--- config.mk ---
export PLATFORM = sky130hd
export DESIGN_NAME = els_div_cell
export DESIGN_NICKNAME = d
export VERILOG_FILES = /design/src/rtl/core/els_pkg.sv /design/src/rtl/core/els_div_cell.sv
export SDC_FILE = /design/constraint.sdc
export NUM_CORES = 1
export LEC_CHECK = 0
export BUFFER_PORTS_ARGS = -buffer_cell sky130_fd_sc_hd__buf_2
export CELL_PAD_IN_SITES_DETAIL_PLACEMENT = 1
export CELL_PAD_IN_SITES_GLOBAL_PLACEMENT = 1
export CORE_ASPECT_RATIO = 0.75
export CORE_MARGIN = 1
export CORE_UTILIZATION = 33
export CTS_CLUSTER_SIZE = 25
export DETAILED_ROUTE_END_ITERATION = 7
export GPL_TIMING_DRIVEN = 0
export PLACE_DENSITY = 0.81
export SKIP_CTS_REPAIR_TIMING = 1
export SYNTH_ARGS = -nofsm -noshare
export SYNTH_HDL_FRONTEND = slang
export SYNTH_SLANG_ARGS = --single-unit
--- constraint.sdc ---
create_clock -name clk -period 4.2 [get_ports clk]
set_input_delay 0.21 -clock clk [delete_from_list [all_inputs] [get_ports clk]]
set_output_delay 0.21 -clock clk [all_outputs]
set_load 0.02 [all_outputs]
--- src/rtl/core/els_pkg.sv ---
// shared widths, constants and pipeline word types for the ellipse outline scan
package els_pkg;

  localparam int C_BITS   = 10;                 // coordinate width
  localparam int F_BITS   = 16;                 // fraction bits
  localparam int RT_W     = C_BITS + F_BITS;    // root, center and increment width
  localparam int N_W      = 2 * C_BITS;         // radicand width
  localparam int SREM_W   = RT_W + 2;           // square root remainder width
  localparam int PR_W     = C_BITS + RT_W;      // product width
  localparam int DV_W     = C_BITS + 1;         // divisor width (2*w)
  localparam int DREM_W   = DV_W + 1;           // divider remainder width
  localparam int LATENCY  = 2 * RT_W + 3;       // cycles from accept to result strobe

  // per-word data that rides along the whole pipeline
  typedef struct packed {
    logic              oos;
    logic              wz;
    logic [C_BITS-1:0] h;
    logic [DV_W-1:0]   vdiv;
    logic [RT_W-1:0]   center;
  } side_t;

  // square root cell word
  typedef struct packed {
    logic              valid;
    side_t             side;
    logic [N_W-1:0]    n;
    logic [RT_W-1:0]   root;
    logic [SREM_W-1:0] rem;
  } sq_t;

  // divider cell word
  typedef struct packed {
    logic              valid;
    side_t             side;
    logic [PR_W-1:0]   p;
    logic [RT_W-1:0]   q;
    logic [DREM_W-1:0] rem;
  } dv_t;

endpackage

--- src/rtl/core/els_div_cell.sv ---
// one quotient bit of the divider chain
module els_div_cell import els_pkg::*; (
  input  logic clk,
  input  logic rst_n,
  input  dv_t  d_in,
  input  logic pbit,
  output dv_t  d_out
);

  dv_t               word_r, word_nxt;
  logic [DREM_W-1:0] remx, dvs;

  // shift in one dividend bit, subtract divisor when it fits
  always_comb begin
    word_nxt = d_in;
    remx     = {d_in.rem[DREM_W-2:0], pbit};
    dvs      = {1'b0, d_in.side.vdiv};
    if (remx >= dvs) begin
      word_nxt.rem = remx - dvs;
      word_nxt.q   = {d_in.q[RT_W-2:0], 1'b1};
    end else begin
      word_nxt.rem = remx;
      word_nxt.q   = {d_in.q[RT_W-2:0], 1'b0};
    end
  end

  always_ff @(posedge clk) begin
    if (!rst_n) begin
      word_r <= '0;
    end else begin
      word_r <= word_nxt;
    end
  end

  assign d_out = word_r;

endmodule

Word-level counts from Yosys, hierarchy flattened
Cells that the tools add are included.
{"block": "totals", "register_bits": 124, "output_inout_bits": 124, "elab_cells": 12}
{"block": "classes", "n_addsub": 1, "n_lt_le_gt_ge": 1, "muxes": 1}
{"operator": "13-bit two-way mux", "n": 1}
{"operator": "12-bit by 11-bit >= comparator with 1-bit output", "n": 1}
{"operator": "12-bit by 11-bit subtractor with 12-bit output", "n": 1}

Longest topological paths before layout
{"block": "depth", "ltp_word": 2, "ltp_mapped": 10, "mapped_depth_nobuf": 9}

Worst setup path before layout
OpenSTA, ideal clock, no wires.
{"block": "synth_path", "path_type": "input port to flip-flop", "from": "in pbit", "to": "reg word_r, in the netlist d_out[5]", "setup_ns": 0.120, "arrival_time_ns": 1.996, "slack_ns": 2.084, "stages": 10, "n_path_buf": 1, "path_cell_list": "inv_1 ha_1 fa_1 nand2b_1 a21oi_2 o21ai_1 o31ai_4 buf_6 mux2i_1 nor2_1"}
{"block": "synth_between", "elab_chain_len": 2}
{"item": "start: declaration", "line": "els_div_cell.sv:6", "text": "input logic pbit,"}
{"item": "12-bit by 11-bit subtractor with 12-bit output / 12-bit by 11-bit >= comparator with 1-bit output (equally long branches)", "line": "els_div_cell.sv:19, els_div_cell.sv:18"}
{"item": "13-bit two-way mux *", "line": "els_div_cell.sv:18", "text": "if (remx >= dvs) begin"}
{"item": "end signal: assignment", "line": "els_div_cell.sv:31", "text": "word_r <= word_nxt;"}
{"item": "end: declaration", "line": "els_div_cell.sv:10", "text": "dv_t word_r, word_nxt;"}
Every way passes the cells marked *; elsewhere a longest branch is shown, timed or not.
A chain may end at the register's enable or synchronous reset.

Worst setup path after layout
{"block": "layout_path", "from": "in pbit", "to": "reg word_r, in the netlist d_out[8]"}
Same word-level chain as after synthesis.

==> results list <==
* Avg Inst Size Synth: 11.2 sq um
* Via count of the first global-routing pass: 3822
* MaxCap Viol Count: 0
- Weighted congestion reported at the end of routability-driven placement: 0.736
- Number of failing setup endpoints in the final timing report: 0
* Number of fill cells: 1398
- In the synthesized netlist the dominant register cell turns out to be dfxtp_1.
- The worst-case IR drop observed on VDD is 0.269 mV.
- The die is 129 microns wide.
- The core region is 11700 sq um.
* Worst slack after detailed placement: 1.64 ns
* Boundary Pins: 251
- In this run the static leakage power is 3.10 nW.
* Worst hold slack after final layout: 0.00816 ns
- In the final routing, the length of wire on met1 measures 4630 microns.
- The root buffer cell chosen for the clock tree is clkbuf_16.
- Detailed routing placed a total of 800 microns of wire on met3.
- The library cell used most frequently in the layout, excluding fill and tap cells, is buf_2.
- Half-perimeter wire length after placement: 9310 microns
- The clock passes through at most 2 buffers.
- Chip Height: 97.3 microns
- CTS built an H-tree with a depth of 4.
* Net count after synthesis: 495
- Slew at the pin closest to its max-slew limit: 0.631 ns
* Post-synthesis cell count: 356
- Count of TritonRoute iterations in the first routing pass: 4
* Synth unique cells: 36
- The count of buffers added on input and output ports is 248.
* Cell area after synthesis: 4000 sq um
- Combined global-route utilization of all metal layers: 20.1%
- The first global-routing pass estimated 19100 microns of wire.
* Outcome: completed
- After detailed routing, the met2 layer carries 6500 microns of wire.
- STA puts the critical path data required time at 4.48 ns.
- Number of antenna-violating nets in the routed design: 0
- Final cell area excluding filler cells: 6010 sq um
- Layout net count: 762
- Max-slew violation total from the final report: 0
* Vias after detailed routing: 3422
- Uppermost layer routed: met4
- Min Tclk post-route: 2.18 ns
* Async set-or-reset flop fraction in the synthesized netlist: 0%
- Wirelength per Cell: 15.1 microns
- TritonCTS built the clock tree.
- Max FFs per register: 124
* Area added between synthesis and finish: 50.4%
- Worst min-delay path category: in2reg
- Sort of element at the start of the critical path: input pin
- Final period util: 52.0%
- Initial core utilization: 34.1%
* CTS clk-pin slew, worst paths: 0.06 ns
- Final WS setup: 2.02 ns
* Kind of critical path: in2reg
- Timing would allow up to 458 MHz.
- Yosys mapped a number of flops with a built-in enable equal to 0.
* Die Footprint: 12600 sq um
* Routed Wire Length: 12100 microns
- CP arrival: 2.46 ns
* Remaining Overflow, GRT: 0
- Share of final-layout standard cells stronger than drive strength 1: 45.5%
- Total negative slack: 0 ns
* Number of antenna repair diodes: 0
- After synthesis the netlist holds a flip-flop and latch count of 124.
- Max-Slew Margin vs Limit: 58.0%
- The number of antenna violations at the first check in global routing came to 0.
- Yosys printed 0 warnings.
- For this run, the register share of the synthesized area comes to 62.1%.
- Iter 0 DRT Violations: 64
- Worst setup EP type: flop
- Dividing total power by cell area gives a power density of 509 nW/um^2.
- In the routed design, unresolved DRC markers number 0.
- Placed inst area: 5440 sq um
* Floorplan row count: 34
- In the routed layout, each cell is associated on average with a via count of 4.29.
- The number of endpoints with negative hold slack in the final report came to 0.
- In the layout the commonest cells are buf_2 (248), dfxtp_1 (124), and2_1 (101).
* Critical Path Fanout Max: 10
- The clock net in this run drives a total of 124 sinks.
* CTS buffer count: 17
* Final core utilization: 51.3%
* Setup repair after global routing missed its margin: no
- Entering global routing, the biggest net connects 17 pins.
- The worst hold path passes through 2 cells.
power by group:
group / internal [mW] / total, mW / switching [mW]
combinational: 0.169 / 0.409 / 0.240
sequential: 1.25 / 1.27 / 0.0170
clock: 0.847 / 1.38 / 0.536
path summary, 6_finish.rpt:
path	endpoint	from
worst max-delay path	d_out[8]	pbit
worst min-delay path	d_out[118]	d_in[118]
critical path, cell delays in order:
cell,delay [ns]
buf_2,0.09
inv_1,0.04
ha_1,0.20
fa_1,0.41
nand2b_1,0.19
a21oi_2,0.17
o21ai_1,0.20
o31ai_4,0.41
buf_6,0.23
mux2i_1,0.23
nor2_1,0.07
logic make-up (layout without fill, tap and decap cells):
| family | Yosys count | count (layout) | share of synthesized area (%) |
|---|---|---|---|
| adders and majority gates | 12 | 12 | 3.95 |
| muxes | 7 | 7 | 1.75 |
| xor gates and xnor gates | 7 | 7 | 1.53 |
| DFF | 124 | 124 | 62.1 |
| buffers and inverters | 30 | 309 | 3.01 |
| and+or+nand+nor | 147 | 147 | 21.5 |
| AOI/OAI and AO/OA | 29 | 29 | 6.08 |
metal layers:
layer / vias up / track usage [%]
met5: - / 0
met1: 1626 / 20.5
met3: 14 / 5.62
met4: 0 / 6.79
li1: 1664 / -
met2: 118 / 38.6
cells in the mapped netlist (all sizes together), types with 5 or more instances:
master,count,share of area [%]
mux2i,7,1.8
nand2b,5,0.97
ha,11,3.4
xnor2,7,1.5
nor2,22,2.1
nand2,10,1.0
a21oi,9,1.2
dfxtp,124,62
inv,16,1.5
clkbuf,12,1.1
and2,101,16
metrics by stage:
step / std cells / power, mW
floorplan: 356 / 1.53
global placement: 766 / 1.68
detailed placement: 766 / 1.70
CTS: 797 / 3.09
global route: 797 / 3.18
finish: 797 / 3.06
layout make-up:
class | count | area [sq um] | area share (%)
Buffer | 13 | 56.3 | 0.937
Timing Repair Buffer | 248 | 1240 | 20.7
Inverter | 17 | 63.8 | 1.06
Clock inverter | 12 | 115 | 1.92
Sequential cell | 124 | 2480 | 41.3
Tap cell | 162 | 203 | 3.37
Clock buffer | 19 | 453 | 7.54
Multi-Input combinational cell | 202 | 1390 | 23.2
(Power assumes the default switching activity.)
