`src/rtl/core/els_pkg.sv`:
```
// shared widths, constants and pipeline word types for the ellipse outline scan
package els_pkg;

  localparam int C_BITS   = 10;                 // coordinate width
  localparam int F_BITS   = 16;                 // fraction bits
  localparam int RT_W     = C_BITS + F_BITS;    // root, center and increment width
  localparam int N_W      = 2 * C_BITS;         // radicand width
  localparam int SREM_W   = RT_W + 2;           // square root remainder width
  localparam int PR_W     = C_BITS + RT_W;      // product width
  localparam int DV_W     = C_BITS + 1;         // divisor width (2*w)
  localparam int DREM_W   = DV_W + 1;           // divider remainder width
  localparam int LATENCY  = 2 * RT_W + 3;       // cycles from accept to result strobe

  // per-word data that rides along the whole pipeline
  typedef struct packed {
    logic              oos;
    logic              wz;
    logic [C_BITS-1:0] h;
    logic [DV_W-1:0]   vdiv;
    logic [RT_W-1:0]   center;
  } side_t;

  // square root cell word
  typedef struct packed {
    logic              valid;
    side_t             side;
    logic [N_W-1:0]    n;
    logic [RT_W-1:0]   root;
    logic [SREM_W-1:0] rem;
  } sq_t;

  // divider cell word
  typedef struct packed {
    logic              valid;
    side_t             side;
    logic [PR_W-1:0]   p;
    logic [RT_W-1:0]   q;
    logic [DREM_W-1:0] rem;
  } dv_t;

endpackage

```
`src/rtl/core/els_sqrt_cell.sv`:
```
// one digit of the square root chain
module els_sqrt_cell import els_pkg::*; (
  input  logic       clk,
  input  logic       rst_n,
  input  sq_t        d_in,
  input  logic [1:0] two,
  output sq_t        d_out
);

  sq_t               word_r, word_nxt;
  logic [SREM_W-1:0] remx, trial;

  // bring down one pair and try the trial subtraction
  always_comb begin
    word_nxt = d_in;
    remx     = {d_in.rem[SREM_W-3:0], two};
    trial    = {d_in.root, 2'b01};
    if (remx >= trial) begin
      word_nxt.rem  = remx - trial;
      word_nxt.root = {d_in.root[RT_W-2:0], 1'b1};
    end else begin
      word_nxt.rem  = remx;
      word_nxt.root = {d_in.root[RT_W-2:0], 1'b0};
    end
  end

  always_ff @(posedge clk) begin
    if (!rst_n) begin
      word_r <= '0;
    end else begin
      word_r <= word_nxt;
    end
  end

  assign d_out = word_r;

endmodule

```
`config.mk`:
```
export PLATFORM = sky130hd
export DESIGN_NAME = els_sqrt_cell
export DESIGN_NICKNAME = d
export VERILOG_FILES = /design/src/rtl/core/els_pkg.sv /design/src/rtl/core/els_sqrt_cell.sv
export SDC_FILE = /design/constraint.sdc
export NUM_CORES = 1
export LEC_CHECK = 0
export BUFFER_PORTS_ARGS = -buffer_cell sky130_fd_sc_hd__buf_2
export CAP_MARGIN = 5
export CORE_ASPECT_RATIO = 0.5
export CORE_MARGIN = 2
export CORE_UTILIZATION = 30
export DETAILED_ROUTE_END_ITERATION = 7
export PLACE_DENSITY = 0.67
export SLEW_MARGIN = 20
export SYNTH_ARGS = -nofsm -noshare
export SYNTH_HDL_FRONTEND = slang
export SYNTH_SLANG_ARGS = --single-unit
```
`constraint.sdc`:
```
create_clock -name clk -period 3.1 [get_ports clk]
set_input_delay 0.465 -clock clk [delete_from_list [all_inputs] [get_ports clk]]
set_output_delay 0.465 -clock clk [all_outputs]
set_load 0.1 [all_outputs]
```
# Word level (Yosys, flattened, before mapping)
# Cells that the tools add are included.
totals:
  reg_bits: 124
  in_bits: 128
  out_inout_bits: 124
  word_cells: 12
op_classes:
  addsub: 1
  order_cmp: 1
  mux: 1
op_table:
  columns: ["cell", "count"]
  rows:
  - ["two-way mux 29 bit", 1]
  - [">= comparator 28 bit", 1]
  - ["subtractor 28 bit", 1]

# Logic depth before layout (Yosys ltp)
# Gate-level depths: netlist (run 1).
logic_depth:
  depth_word: 2
  ltp_mapped: 12
  ltp_nobuf: 9

# Worst setup path before layout (run 1)
# OpenSTA, ideal clock, no wires.
synth_timing:
  kind: "input port to flip-flop"
  startpoint: "input port d_in[28] in the netlist's numbering"
  endpoint: "register word_r, in the netlist d_out[16]"
  setup_time_ns: 0.062
  t_arrival_ns: 2.326
  required_ns: 3.038
  setup_slack_ns: 0.712
  cell_stages: 9
  n_path_buf: 0
  cell_sequence: "inv_1 > ha_1 > nor2b_4 > o31a_1 > o31a_1 > o211ai_1 > a21oi_1 > or4_1 > nand3_1"
synth_between:
  elab_chain_cells: 2
  elab_cells_between_ends: 3
  classes_between: "add/sub: 1; order compare: 1; mux: 1"
synth_rtl:
  columns: ["element", "line", "source"]
  rows:
  - ["start: declaration", "els_sqrt_cell.sv:5", "input sq_t d_in,"]
  - ["subtractor 28 bit / >= comparator 28 bit (equally long branches)", "els_sqrt_cell.sv:19, els_sqrt_cell.sv:18", null]
  - ["two-way mux 29 bit *", "els_sqrt_cell.sv:18", "if (remx >= trial) begin"]
  - ["end signal: assignment", "els_sqrt_cell.sv:31", "word_r <= word_nxt;"]
  - ["end: declaration", "els_sqrt_cell.sv:10", "sq_t word_r, word_nxt;"]
# Mark *: on every way between the ends. The rest lies on a longest branch, timed or not.
# A chain may end at the register's enable or synchronous reset.

# Worst setup path in the final report (run 1)
layout_timing:
  startpoint: "input port d_in[33] in the netlist's numbering"
  endpoint: "register word_r, in the netlist d_out[14]"
# The elaborated chain is that of the path after synthesis.

==> results of run 1 <==
==> cell type report <==
| class | count | area [um^2] | area share [%] |
|---|---|---|---|
| multi-input cells | 384 | 2410 | 33.48 |
| well taps | 227 | 284.0 | 3.946 |
| flip-flops and latches | 124 | 2482 | 34.49 |
| clock buffers | 19 | 442.9 | 6.154 |
| repair buffers | 254 | 1284 | 17.84 |
| clock inverters | 13 | 155.1 | 2.156 |
| inverters | 37 | 138.9 | 1.930 |
==> cell usage in the layout, fill, tap and decap left out, drive strengths merged, types with 4 or more instances in the layout <==
cell type / synthesis / layout
nand3: 11 / 11
nor3: 10 / 10
o21ai: 24 / 24
ha: 28 / 28
nand2: 52 / 52
clkbuf: 16 / 19
xor2: 7 / 7
o211ai: 5 / 5
nand3b: 6 / 6
nand4: 5 / 5
inv: 37 / 43
dfxtp: 124 / 124
a21oi: 41 / 41
buf: 7 / 254
xnor2: 7 / 7
a211oi: 6 / 6
o21a: 4 / 4
and2: 77 / 77
a21o: 10 / 10
nor2: 42 / 42
==> cells by family after synthesis <==
logic type	Yosys count	synth area share [%]
buffers and inverters	60	4.820
xor gates and xnor gates	14	2.386
adders and majority gates	28	6.816
AOI/OAI and AO/OA	119	14.90
and+or+nand+nor	223	22.79
DFF	124	48.30
==> stage by stage <==
| stage | worst slack [ns] | utilization (%) | hold slack (ns) | instance area, um^2 |
|---|---|---|---|---|
| after floorplan | 0.7115 | - | 0.5867 | 5140 |
| after global placement | 0.2828 | 39.85 | 0.6676 | 6599 |
| after detailed placement | 0.2602 | 39.85 | 0.6742 | 6599 |
| after CTS | 0.6722 | 43.47 | 0.2343 | 7197 |
| after global routing | 0.4481 | 43.47 | 0.2379 | 7197 |
| final | 0.5950 | 43.47 | 0.2543 | 7197 |
==> critical path, delay by kind of cell <==
family	cells	cell delay, ns
and+or+nand+nor	2	0.63
buffers and inverters	2	0.12
AOI/OAI and AO/OA	5	1.22
adders and majority gates	1	0.35
==> metal layers <==
layer	routed length (um)	GRT usage [%]
met5	0	0
met4	116	5.339
met3	781	4.225
met2	7125	25.98
met1	6666	19.47
==> worst min path at each step <==
stage	cells after the start	slack, ns	from	end
2_1_floorplan	1	0.59	d_in[78]	d_out[78]
3_3_place_gp	2	0.67	d_in[78]	d_out[78]
3_5_place_dp	2	0.67	d_in[90]	d_out[90]
4_1_cts	2	0.23	d_in[95]	d_out[95]
5_1_grt	2	0.24	d_in[95]	d_out[95]
6_report	2	0.25	d_in[77]	d_out[77]
==> power by group through the flow <==
| stage | registers (W) | logic (W) | clock network, W |
|---|---|---|---|
| final | 0.00173 | 0.00152 | 0.00202 |
| after global routing | 0.00174 | 0.00161 | 0.00215 |
| after CTS | 0.00173 | 0.00152 | 0.00208 |
| after detailed placement | 0.00177 | 0.00152 | 0 |
| after global placement | 0.00176 | 0.00151 | 0 |
| after floorplan | 0.00258 | 0.000407 | 0 |
==> flow_metrics.tcl, run 1 <==
set metrics [dict create \
    cts-buffers-inserted 17 \
    synth_top_cell_by_area "dfxtp_1" \
    synth_top_area_share_pct 48.30 \
    grt_usage_pct 15.49 \
    hold_buffers 0 \
    antenna_found_initial 0 \
    maxSlewHeadroom_pct 64.59 \
    power_density_nw_per_um2 731.3 \
    diodes 0 \
    hold_class "in2reg" \
    clkPwrFrac_pct 38.3 \
    grt-ovfl-total 0 \
    critical_path.slowest_cell "and2_4" \
    dp_cells 1026 \
    cp-startpoint "d_in[33]" \
    path_max_fanout 30 \
    startpoint_type "primary input" \
    routabilityCongestion 0.8494 \
    cts_resized 0 \
    fill_cells 1649 \
    setup_viol_count_final 0 \
    clock-sinks 124 \
    grt_pass1_wl_um 21990 \
    slew_viol_final 0 \
    grt_max_degree 62 \
    drcViolationCount 0 \
    max_slew.worst_pin.slew_ns 0.5312 \
    area_growth_pct 40.02 \
    p_switching_w 0.002005 \
    root_buffer "clkbuf_16" \
    dr.pass1.iters 5 \
    tritoncts "built" \
    finalCritPeriodShare_pct 80.81 \
    routed_wl_um 14690 \
    p_total_w 0.005263 \
    syn_inst 568 \
    synth_cell_type_count 59 \
    cp_cell_sequence "buf_2 -> inv_1 -> ha_1 -> a211oi_1 -> o21ai_0 -> o211a_1 -> o211ai_1 -> and2_4 -> o31ai_1 -> and2_1" \
    crit_required_ns 3.40 \
    start_util_pct 31.04 \
    drt-initial-drc-count 179 \
    nets 974 \
    layout.cells.non_filler 1058 \
    end_kind "flop" \
    critPathCapture "d_out[14]" \
    die_w_um 189.1 \
    yosysSeqAreaShare_pct 48.30 \
    core_um2 16560 \
    yosys_warnings 0 \
    crit_type "in2reg" \
    maxCapViolCount 0 \
    p_seq_share_pct 32.9 \
    grt_pass1_vias 4456 \
    fp.dieH_um 96.56 \
    synth_area_per_cell_um2 9.049 \
    netlist_top_cells_area "dfxtp_1 (48%), and2_1 (9.3%), ha_1 (6.8%), a21oi_1 (3.8%), nand2_1 (3.8%)" \
    synth_edf_count 0 \
    synth_most_common_cell "dfxtp_1" \
    synth_nets 724 \
    cp_data_arrival_time_ns 2.81 \
    dp_hpwl_um 11380 \
    layout-drive-gt1-share_pct 35.26 \
    rows 33 \
    synth_top_cells_by_count "dfxtp_1 (124), and2_1 (76), nand2_1 (52)" \
    post_cts_buffers 0 \
    hold_viol 0 \
    die_area_um2 18260 \
    clk_path_buf_depth 2 \
    post-route-min-period_ns 2.505 \
    p_comb_share_pct 28.8 \
    netSwitchingFraction_pct 38.10 \
    portBuffers 249 \
    rsz0062_at_grt "false" \
    netlist_area_um2 5140 \
    ys_dominant_reg_cell "dfxtp_1" \
    max_stage_delay_ns 0.44 \
    vdd_ir_drop_max_mv 0.4082 \
    final_antenna_net_count 0 \
    fin_setup_tns_ns 0 \
    clk_transition_reported_paths_ns 0.06 \
    largest_reg_flops 124 \
    routed_via_density 4.518 \
    status "completed" \
    ys_seq_elements 124 \
    internal_power_w 0.003258 \
    p_leak_nw 3.656 \
    max_clock_freq_ghz 0.3992 \
    async_reset_ff_share_pct 0 \
    htree_levels 4 \
    routedWlPerCell_um 13.88 \
    vias 4780 \
    io-pin-count 252 \
]
No activity file was read; power rests on OpenSTA's default activity.
==> run 2: changes to the inputs <==
clock period = 2.5 ns   (was 3.1 ns; I/O delays follow)
==> flow_metrics.tcl, run 2 (synthesis results as in run 1) <==
set metrics [dict create \
    status "completed" \
    path_max_fanout 4 \
    end_kind "flop" \
    max_stage_delay_ns 0.43 \
    routed_via_density 4.481 \
    max_clock_freq_ghz 0.4400 \
    post-route-min-period_ns 2.273 \
    max_slew.worst_pin.slew_ns 0.5451 \
    post_cts_buffers 0 \
    layout.cells.non_filler 1123 \
    routedWlPerCell_um 13.85 \
    drcViolationCount 0 \
    final_antenna_net_count 0 \
    dr.pass1.iters 4 \
    core_um2 16560 \
    multi_input_area_um2 2410 \
    p_total_w 0.006867 \
    grt_pass1_wl_um 23700 \
    routabilityCongestion 0.8571 \
    setup_viol_count_final 0 \
    drt-initial-drc-count 259 \
    rsz0062_at_grt "false" \
    root_buffer "clkbuf_16" \
    crit_required_ns 2.85 \
    finalCritPeriodShare_pct 90.91 \
    startpoint_type "primary input" \
    portBuffers 249 \
    p_leak_nw 4.007 \
    grt_pass1_vias 4836 \
    cts_resized 0 \
    post-route-util_pct 46.81 \
    dp_cells 1091 \
    vias 5032 \
    routed_wl_um 15560 \
    crit_type "in2reg" \
    cp_data_arrival_time_ns 2.62 \
    cts-buffers-inserted 17 \
    maxCapViolCount 0 \
    vdd_ir_drop_max_mv 0.4479 \
    rows 33 \
    maxSlewHeadroom_pct 63.91 \
    start_util_pct 31.04 \
    area_growth_pct 50.78 \
    hold_viol 0 \
    clock-sinks 124 \
    diodes 0 \
    dp_hpwl_um 12200 \
    hold_buffers 0 \
    io-pin-count 252 \
    holdPathStages 2 \
    layout-drive-gt1-share_pct 40.07 \
    grt-ovfl-total 0 \
    power_density_nw_per_um2 886.1 \
    final_cell_mix "buf_2 (249), dfxtp_1 (124), and2_1 (76), buf_4 (69), nand2_1 (52)" \
    fill_cells 1659 \
    cp_cell_sequence "buf_2 -> inv_1 -> ha_1 -> buf_4 -> nand2_1 -> o21ai_0 -> o32ai_1 -> a21oi_1 -> a221oi_1 -> or4_1 -> nand4_1" \
    critical_path.slowest_cell "or4_1" \
    die_w_um 189.1 \
    slew_viol_final 0 \
    clk_path_buf_depth 2 \
    nets 1039 \
    tritoncts "built" \
    die_area_um2 18260 \
    clk_transition_reported_paths_ns 0.06 \
    hold_class "in2reg" \
    largest_reg_flops 124 \
    grt_usage_pct 16.51 \
    final_common_cell "buf_2" \
    worst_hold_slack_ns 0.1646 \
    antenna_found_initial 0 \
    htree_levels 4 \
    fp.dieH_um 96.56 \
    grt_max_degree 56 \
    regArea_um2 2482 \
]
[run 2: cell count changes in the layout (fill, tap and decap cells not counted), sizes merged]
cell	delta
buf	+65
inv	-4
bufinv	+2
clkinv	+2
clkbuf	+1
clkinvlp	-1
[run 2: per-stage QoR]
step	setup WS [ns]	setup TNS, ns	instance area [um^2]
global route	0.1017	0	7750
finish	0.2273	0	7750
detailed placement	-0.1160	-1.963	7099
CTS	0.2866	0	7750
floorplan	0.2015	0	5140
global placement	-0.09792	-1.340	7099
[run 2: worst max-delay path: cells and delay by family]
family                   cells  cell delay (ns)
AO/OA/AOI/OAI                4             1.03
buffers and inverters        3             0.27
AND/OR/NAND/NOR              3             0.59
adder cells (fa/ha/maj)      1             0.36
[run 2: final timing paths]
path / end / startpoint / slack, ns
max: d_out[27] / d_in[39] / 0.23
min: d_out[85] / d_in[85] / 0.16
[run 2: final cells by class]
class / instances / area share, %
flip-flops and latches: 124 / 32.03
multi-input cells: 384 / 31.09
inverters: 37 / 1.792
repair buffers: 319 / 23.02
well taps: 227 / 3.665
clock inverters: 12 / 2.373
clock buffers: 20 / 6.022
[run 2: per-layer routing]
metal | vias up | share of wire (%) | wire [um] | global-route usage (%)
met5 | - | 0 | 0 | 0
met4 | 0 | 0.89 | 139 | 4.232
met3 | 13 | 6.5 | 1004 | 5.562
li1 | 2555 | - | - | -
met2 | 134 | 48 | 7401 | 27.81
met1 | 2330 | 45 | 7011 | 20.50
[run 2: where the power goes]
| group | leakage, nW | internal [W] | switching, W |
|---|---|---|---|
| Combinational | 2.66 | 0.000517 | 0.00151 |
| Clock | 0.313 | 0.00176 | 0.000933 |
| Sequential | 1.03 | 0.00212 | 0.0000319 |
==> run 3: changes to the inputs <==
BUFFER_PORTS_ARGS = -buffer_cell sky130_fd_sc_hd__buf_4   (was -buffer_cell sky130_fd_sc_hd__buf_2)
PLACE_DENSITY = not set   (was 0.67)
PLACE_DENSITY_LB_ADDON = 0.12   (was not set)
==> flow_metrics.tcl, run 3 (synthesis results as in run 1) <==
set metrics [dict create \
    drcViolationCount 0 \
    regArea_um2 2482 \
    post-route-util_pct 49.84 \
    grt_usage_pct 17.04 \
    clk_transition_reported_paths_ns 0.06 \
    dp_hpwl_um 12120 \
    cts_resized 0 \
    hold_viol 0 \
    routabilityCongestion 0.8587 \
    layout-drive-gt1-share_pct 39.32 \
    hold_buffers 0 \
    crit_type "in2reg" \
    fill_cells 1641 \
    crit_required_ns 2.85 \
    final_cell_mix "buf_4 (306), dfxtp_1 (124), and2_1 (76), nand2_1 (52), nor2_1 (42)" \
    grt_pass1_wl_um 24180 \
    startpoint_type "primary input" \
    drt-initial-drc-count 180 \
    post-route-min-period_ns 2.167 \
    vias 4901 \
    area_growth_pct 60.54 \
    root_buffer "clkbuf_16" \
    grtUsageMet2_pct 27.47 \
    holdPathStages 2 \
    worst_hold_slack_ns 0.1598 \
    largest_reg_flops 124 \
    slew_viol_final 0 \
    final_antenna_net_count 0 \
    grt_use_met1_pct 22.20 \
    end_kind "flop" \
    nets 1028 \
    power_density_nw_per_um2 825.7 \
    tritoncts "built" \
    rows 33 \
    max_clock_freq_ghz 0.4616 \
    post_cts_buffers 0 \
    multi_input_area_um2 2410 \
    diodes 0 \
    dr.pass1.iters 5 \
    core_um2 16560 \
    clock-sinks 124 \
    maxSlewHeadroom_pct 74.08 \
    fp.dieH_um 96.56 \
    path_max_fanout 17 \
    routedWlPerCell_um 14.04 \
    finalCritPeriodShare_pct 86.66 \
    maxCapViolCount 0 \
    vdd_ir_drop_max_mv 0.4411 \
    clk_path_buf_depth 2 \
    routed_via_density 4.407 \
    max_slew.worst_pin.slew_ns 0.3889 \
    setup_viol_count_final 0 \
    cp_data_arrival_time_ns 2.51 \
    hold_class "in2reg" \
    rsz0062_at_grt "false" \
    start_util_pct 31.04 \
    status "completed" \
    grtUsageMet3_pct 4.659 \
    grt-ovfl-total 0 \
    grt-busiest-layer "met2" \
    fin_setup_tns_ns 0 \
    portBuffers 249 \
    grt_pass1_vias 4703 \
    htree_levels 4 \
    routed_wl_um 15610 \
    antenna_found_initial 0 \
    final_common_cell "buf_4" \
    p_leak_nw 4.082 \
    die_area_um2 18260 \
    cts-buffers-inserted 17 \
    grt_max_degree 51 \
    die_w_um 189.1 \
    io-pin-count 252 \
]
==> run 3: cell types whose count changed in the layout (fill, tap and decap cells not counted), sizes merged <==
cell and delta:
clkinv +1, bufinv -2, buf -11, inv +2, clkbuf -2, clkinvlp +1
==> run 3: path summary, 6_finish.rpt <==
kind	startpoint	endpoint	slack, ns
min	d_in[78]	d_out[78]	0.16
max	d_in[5]	d_out[6]	0.33
==> run 3: where the power goes <==
part           switching (W)  internal [W]
sequential         0.0000371       0.00212
clock               0.000995       0.00151
combinational        0.00150      0.000647
==> run 3: per-layer routing <==
metal	wire (um)	part of all wire, %
met4	136	0.87
met5	0	0
met3	936	6.0
met1	7253	46
met2	7281	47
==> run 3: final cells by class <==
type / count / share of cell area [%]
clock buffer: 18 / 5.322
inverter: 37 / 1.683
timing repair buffer: 308 / 28.32
tap: 227 / 3.442
multi-input combinational: 384 / 29.20
clock inverter: 14 / 1.941
sequential: 124 / 30.08
==> run 3: critical path, stage by stage <==
cell and delay [ns]:
buf_4 0.12, ha_1 0.36, a211oi_1 0.28, o21ai_0 0.14
o211a_1 0.20, o211ai_1 0.32, and2_4 0.37, buf_12 0.15
nand2_1 0.06, a21oi_1 0.12
==> run 3: metrics by stage <==
| stage | power (W) | cell area (um^2) | setup slack [ns] | cells |
|---|---|---|---|---|
| 2_1_floorplan | 0.003708 | 5140 | 0.2015 | 568 |
| 3_3_place_gp | 0.004350 | 7652 | -0.1309 | 1080 |
| 3_5_place_dp | 0.004356 | 7652 | -0.1036 | 1080 |
| 4_1_cts | 0.006898 | 8252 | 0.3357 | 1112 |
| 5_1_grt | 0.007109 | 8252 | 0.08038 | 1112 |
| 6_report | 0.006813 | 8252 | 0.3335 | 1112 |
